<file path="config.mk">
export PLATFORM = sky130hd
export DESIGN_NAME = kmer_span_window_stats
export DESIGN_NICKNAME = d
export VERILOG_FILES = /design/src/rtl/core/kswstat_pkg.sv /design/src/rtl/core/kswstat_front.sv /design/src/rtl/core/kswstat_queue.sv /design/src/rtl/core/kswstat_back.sv /design/src/rtl/core/kmer_span_window_stats.sv
export SDC_FILE = /design/constraint.sdc
export NUM_CORES = 2
export LEC_CHECK = 0
export BUFFER_PORTS_ARGS = -buffer_cell sky130_fd_sc_hd__buf_2
export CORE_MARGIN = 8
export CORE_UTILIZATION = 60
export CTS_BUF_LIST = sky130_fd_sc_hd__clkbuf_4 sky130_fd_sc_hd__clkbuf_8 sky130_fd_sc_hd__clkbuf_16
export DETAILED_ROUTE_END_ITERATION = 10
export GPL_ROUTABILITY_DRIVEN = 1
export PLACE_DENSITY = 0.77
export SYNTH_ARGS = -nofsm -noshare
export SYNTH_HDL_FRONTEND = slang
export SYNTH_SLANG_ARGS = --single-unit
</file>
<file path="constraint.sdc">
create_clock -name clock -period 31.7 [get_ports clock]
set_input_delay 1.585 -clock clock [delete_from_list [all_inputs] [get_ports clock]]
set_output_delay 1.585 -clock clock [all_outputs]
set_load 0.01 [all_outputs]
</file>
<file path="src/rtl/core/kswstat_pkg.sv">
package kswstat_pkg;

   localparam int unsigned MAX_WINDOW = 32;
   localparam int unsigned COUNT_W = 32;
   localparam int unsigned TOTAL_W = 37;
   localparam int unsigned LEN_W = 6;

   typedef struct packed {
      logic [COUNT_W-1:0] kmer_count;
      logic               seq_start;
      logic               seq_end;
   } req_item_type;

   typedef struct packed {
      logic [COUNT_W-1:0] count_here;
      logic [LEN_W-1:0]   depth;
      logic [COUNT_W-1:0] min_count;
      logic [COUNT_W-1:0] max_count;
      logic [TOTAL_W-1:0] total_count;
      logic               last_of_sequence;
   } stat_item_type;

endpackage

</file>
<file path="src/rtl/core/kswstat_front.sv">
module kswstat_front (
   input  logic                       clock,
   input  logic                       reset,
   input  logic                       in_valid,
   output logic                       in_ready,
   input  kswstat_pkg::req_item_type  in_item,
   input  logic [5:0]                 window_length,
   output logic                       out_valid,
   input  logic                       out_ready,
   output kswstat_pkg::stat_item_type out_item
);
   import kswstat_pkg::*;

   localparam int IDX_W = (MAX_WINDOW > 1) ? $clog2(MAX_WINDOW) : 1;
   localparam int POS_W = $clog2(MAX_WINDOW + 1);

   localparam logic [1:0] ST_IDLE = 2'd0;
   localparam logic [1:0] ST_SCAN = 2'd1;
   localparam logic [1:0] ST_DONE = 2'd2;

   logic [COUNT_W-1:0] window_ff [MAX_WINDOW];
   logic [1:0]         state_ff, state_in;
   logic [POS_W-1:0]   pos_ff;
   logic [POS_W-1:0]   len_ff;
   stat_item_type      acc_ff;
   logic [COUNT_W-1:0] cur;
   logic [6:0]         len_lim;
   logic               take;

   assign in_ready  = (state_ff == ST_IDLE);
   assign out_valid = (state_ff == ST_DONE);
   assign take      = in_valid && in_ready;
   assign cur       = window_ff[pos_ff[IDX_W-1:0]];

   always_comb begin
      len_lim = {1'b0, window_length};
      if (len_lim == 7'd0) len_lim = 7'd1;
      if (len_lim > 7'(MAX_WINDOW)) len_lim = 7'(MAX_WINDOW);
   end

   always_comb begin
      out_item = acc_ff;
      if (acc_ff.depth == '0) begin
         out_item.min_count = '0;
      end
   end

   always_comb begin
      state_in = state_ff;
      unique case (state_ff)
         ST_IDLE: if (take) state_in = ST_SCAN;
         ST_SCAN: if (pos_ff == len_ff - POS_W'(1)) state_in = ST_DONE;
         ST_DONE: if (out_ready) state_in = ST_IDLE;
         default: state_in = ST_IDLE;
      endcase
   end

   always_ff @(posedge clock) begin
      if (reset) begin
         state_ff <= ST_IDLE;
         for (int i = 0; i < MAX_WINDOW; i++) window_ff[i] <= '0;
      end else begin
         state_ff <= state_in;
         if (take) begin
            for (int i = MAX_WINDOW - 1; i > 0; i--) begin
               window_ff[i] <= in_item.seq_start ? '0 : window_ff[i-1];
            end
            window_ff[0] <= in_item.kmer_count;
         end
      end
   end

   always_ff @(posedge clock) begin
      if (take) begin
         pos_ff                   <= '0;
         len_ff                   <= POS_W'(len_lim);
         acc_ff.count_here        <= in_item.kmer_count;
         acc_ff.last_of_sequence  <= in_item.seq_end;
         acc_ff.depth             <= '0;
         acc_ff.min_count         <= '1;
         acc_ff.max_count         <= '0;
         acc_ff.total_count       <= '0;
      end else if (state_ff == ST_SCAN) begin
         pos_ff <= pos_ff + POS_W'(1);
         if (cur != '0) begin
            acc_ff.depth       <= acc_ff.depth + LEN_W'(1);
            acc_ff.total_count <= acc_ff.total_count + TOTAL_W'(cur);
            if (cur < acc_ff.min_count) acc_ff.min_count <= cur;
            if (cur > acc_ff.max_count) acc_ff.max_count <= cur;
         end
      end
   end

endmodule

</file>
<file path="src/rtl/core/kswstat_queue.sv">
module kswstat_queue (
   input  logic                       clock,
   input  logic                       reset,
   input  logic                       in_valid,
   output logic                       in_ready,
   input  kswstat_pkg::stat_item_type in_item,
   output logic                       out_valid,
   input  logic                       out_ready,
   output kswstat_pkg::stat_item_type out_item
);
   import kswstat_pkg::*;

   stat_item_type slot_ff [2];
   logic          wr_ff, rd_ff;
   logic [1:0]    cnt_ff;

   assign in_ready  = (cnt_ff != 2'd2);
   assign out_valid = (cnt_ff != 2'd0);
   assign out_item  = slot_ff[rd_ff];

   always_ff @(posedge clock) begin
      if (reset) begin
         wr_ff  <= 1'b0;
         rd_ff  <= 1'b0;
         cnt_ff <= 2'd0;
      end else begin
         if (in_valid && in_ready) wr_ff <= ~wr_ff;
         if (out_valid && out_ready) rd_ff <= ~rd_ff;
         cnt_ff <= cnt_ff + 2'(in_valid && in_ready) - 2'(out_valid && out_ready);
      end
   end

   always_ff @(posedge clock) begin
      if (in_valid && in_ready) slot_ff[wr_ff] <= in_item;
   end

endmodule

</file>
<file path="src/rtl/core/kswstat_back.sv">
module kswstat_back (
   input  logic                       clock,
   input  logic                       reset,
   input  logic                       in_valid,
   output logic                       in_ready,
   input  kswstat_pkg::stat_item_type in_item,
   output logic                       out_valid,
   input  logic                       out_ready,
   output kswstat_pkg::stat_item_type out_item,
   output logic [31:0]                out_mean
);
   import kswstat_pkg::*;

   localparam logic [1:0] ST_IDLE = 2'd0;
   localparam logic [1:0] ST_DIV  = 2'd1;
   localparam logic [1:0] ST_DONE = 2'd2;

   logic [1:0]         state_ff, state_in;
   stat_item_type      item_ff;
   logic [TOTAL_W-1:0] quo_ff;
   logic [LEN_W:0]     rem_ff;
   logic [5:0]         bit_ff;
   logic [LEN_W:0]     trial;
   logic               take;

   assign in_ready  = (state_ff == ST_IDLE);
   assign out_valid = (state_ff == ST_DONE);
   assign take      = in_valid && in_ready;
   assign out_item  = item_ff;
   assign out_mean  = (item_ff.depth == '0) ? '0 : quo_ff[31:0];
   assign trial     = {rem_ff[LEN_W-1:0], quo_ff[TOTAL_W-1]};

   always_comb begin
      state_in = state_ff;
      unique case (state_ff)
         ST_IDLE: if (take) state_in = ST_DIV;
         ST_DIV:  if (bit_ff == 6'd0) state_in = ST_DONE;
         ST_DONE: if (out_ready) state_in = ST_IDLE;
         default: state_in = ST_IDLE;
      endcase
   end

   always_ff @(posedge clock) begin
      if (reset) state_ff <= ST_IDLE;
      else       state_ff <= state_in;
   end

   // restoring divide, one quotient bit a cycle
   always_ff @(posedge clock) begin
      if (take) begin
         item_ff <= in_item;
         quo_ff  <= in_item.total_count;
         rem_ff  <= '0;
         bit_ff  <= 6'(TOTAL_W - 1);
      end else if (state_ff == ST_DIV) begin
         bit_ff <= bit_ff - 6'd1;
         if (item_ff.depth != '0 && trial >= {1'b0, item_ff.depth}) begin
            rem_ff <= trial - {1'b0, item_ff.depth};
            quo_ff <= {quo_ff[TOTAL_W-2:0], 1'b1};
         end else begin
            rem_ff <= trial;
            quo_ff <= {quo_ff[TOTAL_W-2:0], 1'b0};
         end
      end
   end

endmodule

</file>
<file path="src/rtl/core/kmer_span_window_stats.sv">
// Sliding-window k-mer count statistics. Each pushed item is one sequence
// position; one result per item comes out in order. The front scans the
// window one entry a cycle (window_length entries, clamped to 1 to 32) and
// takes no new item until its result is handed on; a two-entry queue
// follows, and the back finds the mean with a bit-serial restoring divider
// that likewise holds one item at a time. The divider is always the slower
// side, so in steady state it sets the rate at which the block takes items.
// Holding pop low stalls the back, then the queue fills and the front stops
// accepting. csr writes set window_length and belong only in idle periods.
module kmer_span_window_stats (
   input  logic         clock,
   input  logic         reset,
   input  logic         push,
   output logic         full,
   input  logic [31:0]  req_kmer_count,
   input  logic         req_seq_start,
   input  logic         req_seq_end,
   output logic         empty,
   input  logic         pop,
   output logic [31:0]  rsp_count_here,
   output logic [5:0]   rsp_depth,
   output logic [31:0]  rsp_min_count,
   output logic [31:0]  rsp_max_count,
   output logic [31:0]  rsp_mean_count,
   output logic [36:0]  rsp_total_count,
   output logic         rsp_last_of_sequence,
   input  logic         csr_valid,
   output logic         csr_ready,
   input  logic [5:0]   csr_window_length
);
   import kswstat_pkg::*;

   logic [5:0]    window_length_ff;
   req_item_type  req_item;
   stat_item_type f_item, q_item, b_item;
   logic          f_valid, f_ready, q_valid, q_ready, in_ready, out_valid;

   assign csr_ready = 1'b1;
   assign full      = ~in_ready;
   assign empty     = ~out_valid;
   assign req_item  = '{kmer_count: req_kmer_count, seq_start: req_seq_start,
                        seq_end: req_seq_end};

   always_ff @(posedge clock) begin
      if (reset) window_length_ff <= 6'd22;
      else if (csr_valid) window_length_ff <= csr_window_length;
   end

   kswstat_front u_front (
      .clock, .reset, .in_valid(push), .in_ready(in_ready), .in_item(req_item),
      .window_length(window_length_ff), .out_valid(f_valid), .out_ready(f_ready),
      .out_item(f_item)
   );

   kswstat_queue u_queue (
      .clock, .reset, .in_valid(f_valid), .in_ready(f_ready), .in_item(f_item),
      .out_valid(q_valid), .out_ready(q_ready), .out_item(q_item)
   );

   kswstat_back u_back (
      .clock, .reset, .in_valid(q_valid), .in_ready(q_ready), .in_item(q_item),
      .out_valid(out_valid), .out_ready(pop), .out_item(b_item),
      .out_mean(rsp_mean_count)
   );

   assign rsp_count_here       = b_item.count_here;
   assign rsp_depth            = b_item.depth;
   assign rsp_min_count        = b_item.min_count;
   assign rsp_max_count        = b_item.max_count;
   assign rsp_total_count      = b_item.total_count;
   assign rsp_last_of_sequence = b_item.last_of_sequence;

endmodule

</file>
Word level (Yosys, flattened, before mapping)
Memories as Yosys holds them, arrays and structs flattened. A register that Yosys moved wholly into a read port is not among the register bits.
Cells that the tools add are included.
Widths: inputs -> output; s select.
{ "classes": {"addsub": 8, "magnitude_cmp": 4, "eq_ne": 12, "muxes": 89, "bitwise": 36, "reduce_logical": 19} }
{ "op_table": {"columns": ["operator", "count"], "rows": [
  ["$mux 32", 65],
  ["$mux 37", 2],
  ["$add 37x32->37", 1],
  ["$gt 32x32->1", 1],
  ["$lt 32x32->1", 1],
  ["$or 1x1->1", 32],
  ["$reduce_bool 32->1", 1],
  ["$logic_not 6->1", 4],
  ["$add 6x1->6 const B", 2],
  ["$mux 2", 6],
  ["$mux 6", 2],
  ["$pmux 2 s3", 2],
  ["$reduce_and 3->1", 4],
  ["$sub 6x1->6 const B", 2],
  ["$mux 1", 10],
  ["$mux 5", 2],
  ["$ne 2x2->1 const B", 4],
  ["$ge 7x6->1", 1],
  ["$eq 6x6->1", 1],
  ["$gt 6x6->1 const B", 1],
  ["$ne 2x1->1 const B", 3],
  ["$reduce_bool 6->1", 1],
  ["$sub 6x6->6", 1],
  ["$eq 2x1->1 const B", 2],
  ["other kinds (8)", 17]
]} }
{ "word_totals": {"register_bits": 355, "ram_bits": 1304, "inputBits": 45, "output_inout_bits": 175, "memories": 2} }
{ "memory_table": {"columns": ["name", "words", "width", "rd", "rd_clocked_by_memory_dff", "write_ports", "line_no", "source"], "rows": [
  ["u_front.window_ff", 32, 32, 32, 1, 32, "kswstat_front.sv:21", "logic [COUNT_W-1:0] window_ff [MAX_WINDOW];"],
  ["u_queue.slot_ff", 2, 140, 1, 1, 1, "kswstat_queue.sv:13", "stat_item_type slot_ff [2];"]
]} }

Logic depth before layout (Yosys ltp)
{ "logic_depth": {"depth_word": 6, "ltp_mapped": 21, "mapped_depth_nobuf": 15} }

Modules after synthesis
Synthesis repeated with hierarchy kept, for this count alone.
{ "hier_totals": {"hier_cells": 4997, "area_unflattened_um2": 73843.3} }
{ "by_module_without_submodules": {"columns": ["module", "n_inst", "cells_each", "area_per_inst_um2", "seq_area_each_um2"], "rows": [
  ["kswstat_front", 1, 4061, 55901.1, 34322.9],
  ["kswstat_queue", 1, 462, 10754.1, 8508.2],
  ["kswstat_back", 1, 451, 6944.2, 5595.4],
  ["kmer_span_window_stats", 1, 23, 244.0, 120.1]
]} }

Least setup slack after synthesis
Ideal clock, no wire load.
{ "synth_path": {"kind": "input to register", "start": "input port push", "end": "memory u_front.window_ff[0][0] (enable)", "setup_time_ps": 7011, "arrival_ps": 18541, "t_required_ps": 24689, "slack_ps": 6147, "path_stages": 3, "path_buffers": 1, "path_cell_list": "nand2_1 clkbuf_1 nand2_1"} }
{ "synth_lines": {"columns": ["element", "line_no", "source"], "rows": [
  ["start: declaration", "kmer_span_window_stats.sv:13", "input logic push,"],
  ["end: declaration", "kswstat_front.sv:21", null]
]} }

==> impl_results.md <==
- Run status: finished, final reports clean
- Resized cells post-CTS: 0
- CTS tree: done
- RSZ-0062 raised after global routing: no
- Leakage power: slightly above 0.03 µW
- Vias in the first global route: just under 40k
- Netlist cell types: 75
- # IOs: 220
- Final antenna-violating net count: 0
- Reg power frac: 46.6%
- Max H-tree Level: 4
- Most common cell after layout, fill and taps aside: edfxtp_1
- HPWL after DPL: 91,400 µm
- Final setup skew: roughly 0.036 ns
- Largest net degree at the start of global routing: 345
- Sw frac: 30.1%
- Post-route worst setup slack: 24.32 ns
- Synth Area per Inst: 15.1 µm²
- XOR/XNOR share of the synthesized area: 0.495%
- Register area share after synthesis: 66.9%
- Port Buffers: 218
- DIE AREA: 132,000 µm²
- Worst slew pin tran: roughly 1.3 ns
- Post-place setup slack: 24.29 ns
- Net Sw Power: 1960 µW
- Cell count after synthesis: 4,801
- Post-CTS setup buffers: 0
- DRT Pass-1 Iters: 5
- Data required, critical path: 32.34 ns
- Root buf cell: clkbuf_16
- Post-synthesis mux area share: about an eighth
- Die Wd: 364 µm
- Clock buffer depth: 3
- Crit path max fanout: 68
- Share of layout cells above drive strength 1: 18.1%
- CTS Sinks: about 1.7k
- Residual DRC: 0
- VDD IR max: about 56 µV
- Critical path class: register to register
- Die height: roughly 360 µm
- Largest family of logic cells by synthesized area: simple AND/OR/NAND/NOR gates
- Nets: 5,124
- Initial Utilization: 60.5%
- Drt first-iter violations: around 3.7k
- Startpoint types: register
- # hold bufs at CTS: 0
- Worst path arrival time: approximately 8.0 ns
- Compound-Gate Fraction of Synth Area: 3.33%
- # setup viols final: 0
- Clk_lat worst skew: a little under 0.8 ns
- Setup tns final: 0 ns
- Synth warn: 0
- Ys async rst share: 0%
- Average via count per standard cell: between 5 and 6
- Yosys reg bits: 1,665
- Net Count, Synth: 4,957
- WL final: 147,000 µm
- Post-synth EDFFs: 1,520
- Synth Flop Type: edfxtp_1
- Worst hold path class: register to register
- Total gr overflow: 0
- CTS buffer count: 165
- Synthesized cell area: between 70,000 and 80,000 µm²
- Fillers: 8,011
- Simple logic cell fraction of the synthesized area: 12.9%
- Core area: 120,000 µm²
- Final hold vios: 0
- P_int: 4550 µW
- Layout area overhead: 10.8%
- Gp weighted congestion: 0.879
- Max-cap check violation count: 0
- Period utilization: 23.3%
- Worst-path clk slew: 0.06 ns
- Clock power share: 29.9%
- Initial antenna violation count: 2
- FMAX: 0.135 GHz
- First-pass GRT wire length: 228,000 µm
- Adder-Cell Fraction of Synth Area: 1.93%
- GRT Util Overall: 21.8%
- Fin crit period: 7.38 ns
- # rows: 127
- Power density cells: 81.1 nW/µm²
- Crit. End Element: register
- Routed via count: 39.7k
- Logic pwr share: between 20% and 30%
- Most frequent cells in the layout: edfxtp_1 (1,520), and2_1 (1,032), mux2i_1 (247)
- Worst slew margin: 16.5%
- Final number of max-transition violations: 0
- DR WL/cell: around 22 µm
[flip-flops by register name, summed over array words and instances, names as in the netlist, named ones only]
register	cells
window_length_ff	6
u_back.out_item	140
u_front.pos_ff	6
u_front.window_ff	1024
u_queue.wr_ff	1
u_queue.cnt_ff	2
u_front.len_ff	6
u_front.acc_ff	32
u_back.state_ff	2
u_front.out_item	108
u_queue.slot_ff	280
u_back.bit_ff	6
u_front.state_ff	2
u_queue.rd_ff	1
u_back.rem_ff	6
u_back.quo_ff	37
[synthesized netlist by cell type, types with 43 or more instances]
| cell | number | area, µm² |
|---|---|---|
| edfxtp_1 | 1520 | 45600 |
| inv_1 | 115 | 432 |
| a21o_1 | 43 | 323 |
| a21oi_1 | 76 | 380 |
| mux2i_1 | 247 | 2470 |
| a22oi_1 | 85 | 638 |
| and2_1 | 1033 | 6460 |
| dfxtp_1 | 145 | 2900 |
| and3_1 | 45 | 282 |
| clkbuf_1 | 173 | 649 |
| mux4_2 | 202 | 4550 |
| mux2_2 | 142 | 1600 |
| nor2_1 | 171 | 642 |
| nand3_1 | 59 | 295 |
| ha_1 | 109 | 1360 |
| nand2_1 | 212 | 796 |
[layout make-up]
type	instances	area (µm²)	area share [%]
Antenna cell	2	5.00	0.00623
Clock inverter	96	913	1.14
Sequential cell	1665	48600	60.4
Clock buffer	207	4530	5.64
Timing Repair Buffer	271	1560	1.95
Inverter	117	449	0.559
Tap cell	1612	2020	2.51
Multi-Input combinational cell	2748	22400	27.8
[critical path: stages, from the launching register on]
cell,delay [ns]
dfxtp_4,0.87
buf_4,0.74
buf_4,0.89
mux4_2,0.59
mux4_2,0.50
mux2i_1,0.51
inv_1,0.20
ha_1,0.32
nand2_1,0.07
nor2_1,0.19
nand4_1,0.16
or3_1,0.45
o311ai_4,0.92
buf_4,0.44
mux2_1,0.36
[per-layer routing]
layer	vias to the layer above	routed length, µm	GRT usage (%)
met1	20100	62100	30.2
met3	244	8640	3.71
met5	-	0	0
met2	1188	71300	35.6
met4	0	4540	7.35
li1	18100	-	-
[cell families (layout without fill, tap and decap cells)]
group                    Yosys count  in the layout
AND/OR/NAND/NOR                 1652           1652
adder cells (fa/ha/maj)          111            111
AO/OA/AOI/OAI                    340            340
flip-flops                      1665           1665
multiplexers                     603            603
buffers and inverters            388            691
other                              1              3
XOR/XNOR                          41             41
[final timing paths]
check                        startpoint                      end  slack [ns]  cells after the start
hold reg to reg   u_front.out_item[137]  u_queue.slot_ff[1][137]        0.45                      0
setup / recovery               register     u_front.out_item[40]       24.32                     14
setup reg to reg               register     u_front.out_item[40]       24.32                     14
hold / removal    u_front.out_item[137]  u_queue.slot_ff[1][137]        0.45                      0
[power groups by stage]
stage / combinational [µW] / sequential (µW) / clock [µW]
2_1_floorplan: 1100 / 3160 / 0
3_3_place_gp: 1500 / 3070 / 0
3_5_place_dp: 1530 / 3080 / 0
4_1_cts: 1540 / 3040 / 1980
5_1_grt: 1680 / 3070 / 2060
6_report: 1540 / 3030 / 1950
[stage by stage]
step	area [µm²]	utilization, %	power, µW	instances	hold slack, ns
2_1_floorplan	72600	-	4250	4801	0.421
3_3_place_gp	74900	62.5	4570	6413	0.422
3_5_place_dp	74900	62.5	4610	6413	0.431
4_1_cts	80400	67.0	6560	6716	0.443
5_1_grt	80400	67.0	6820	6716	0.449
6_report	80400	67.0	6520	6718	0.446
Power figures use the tool's default switching activity.
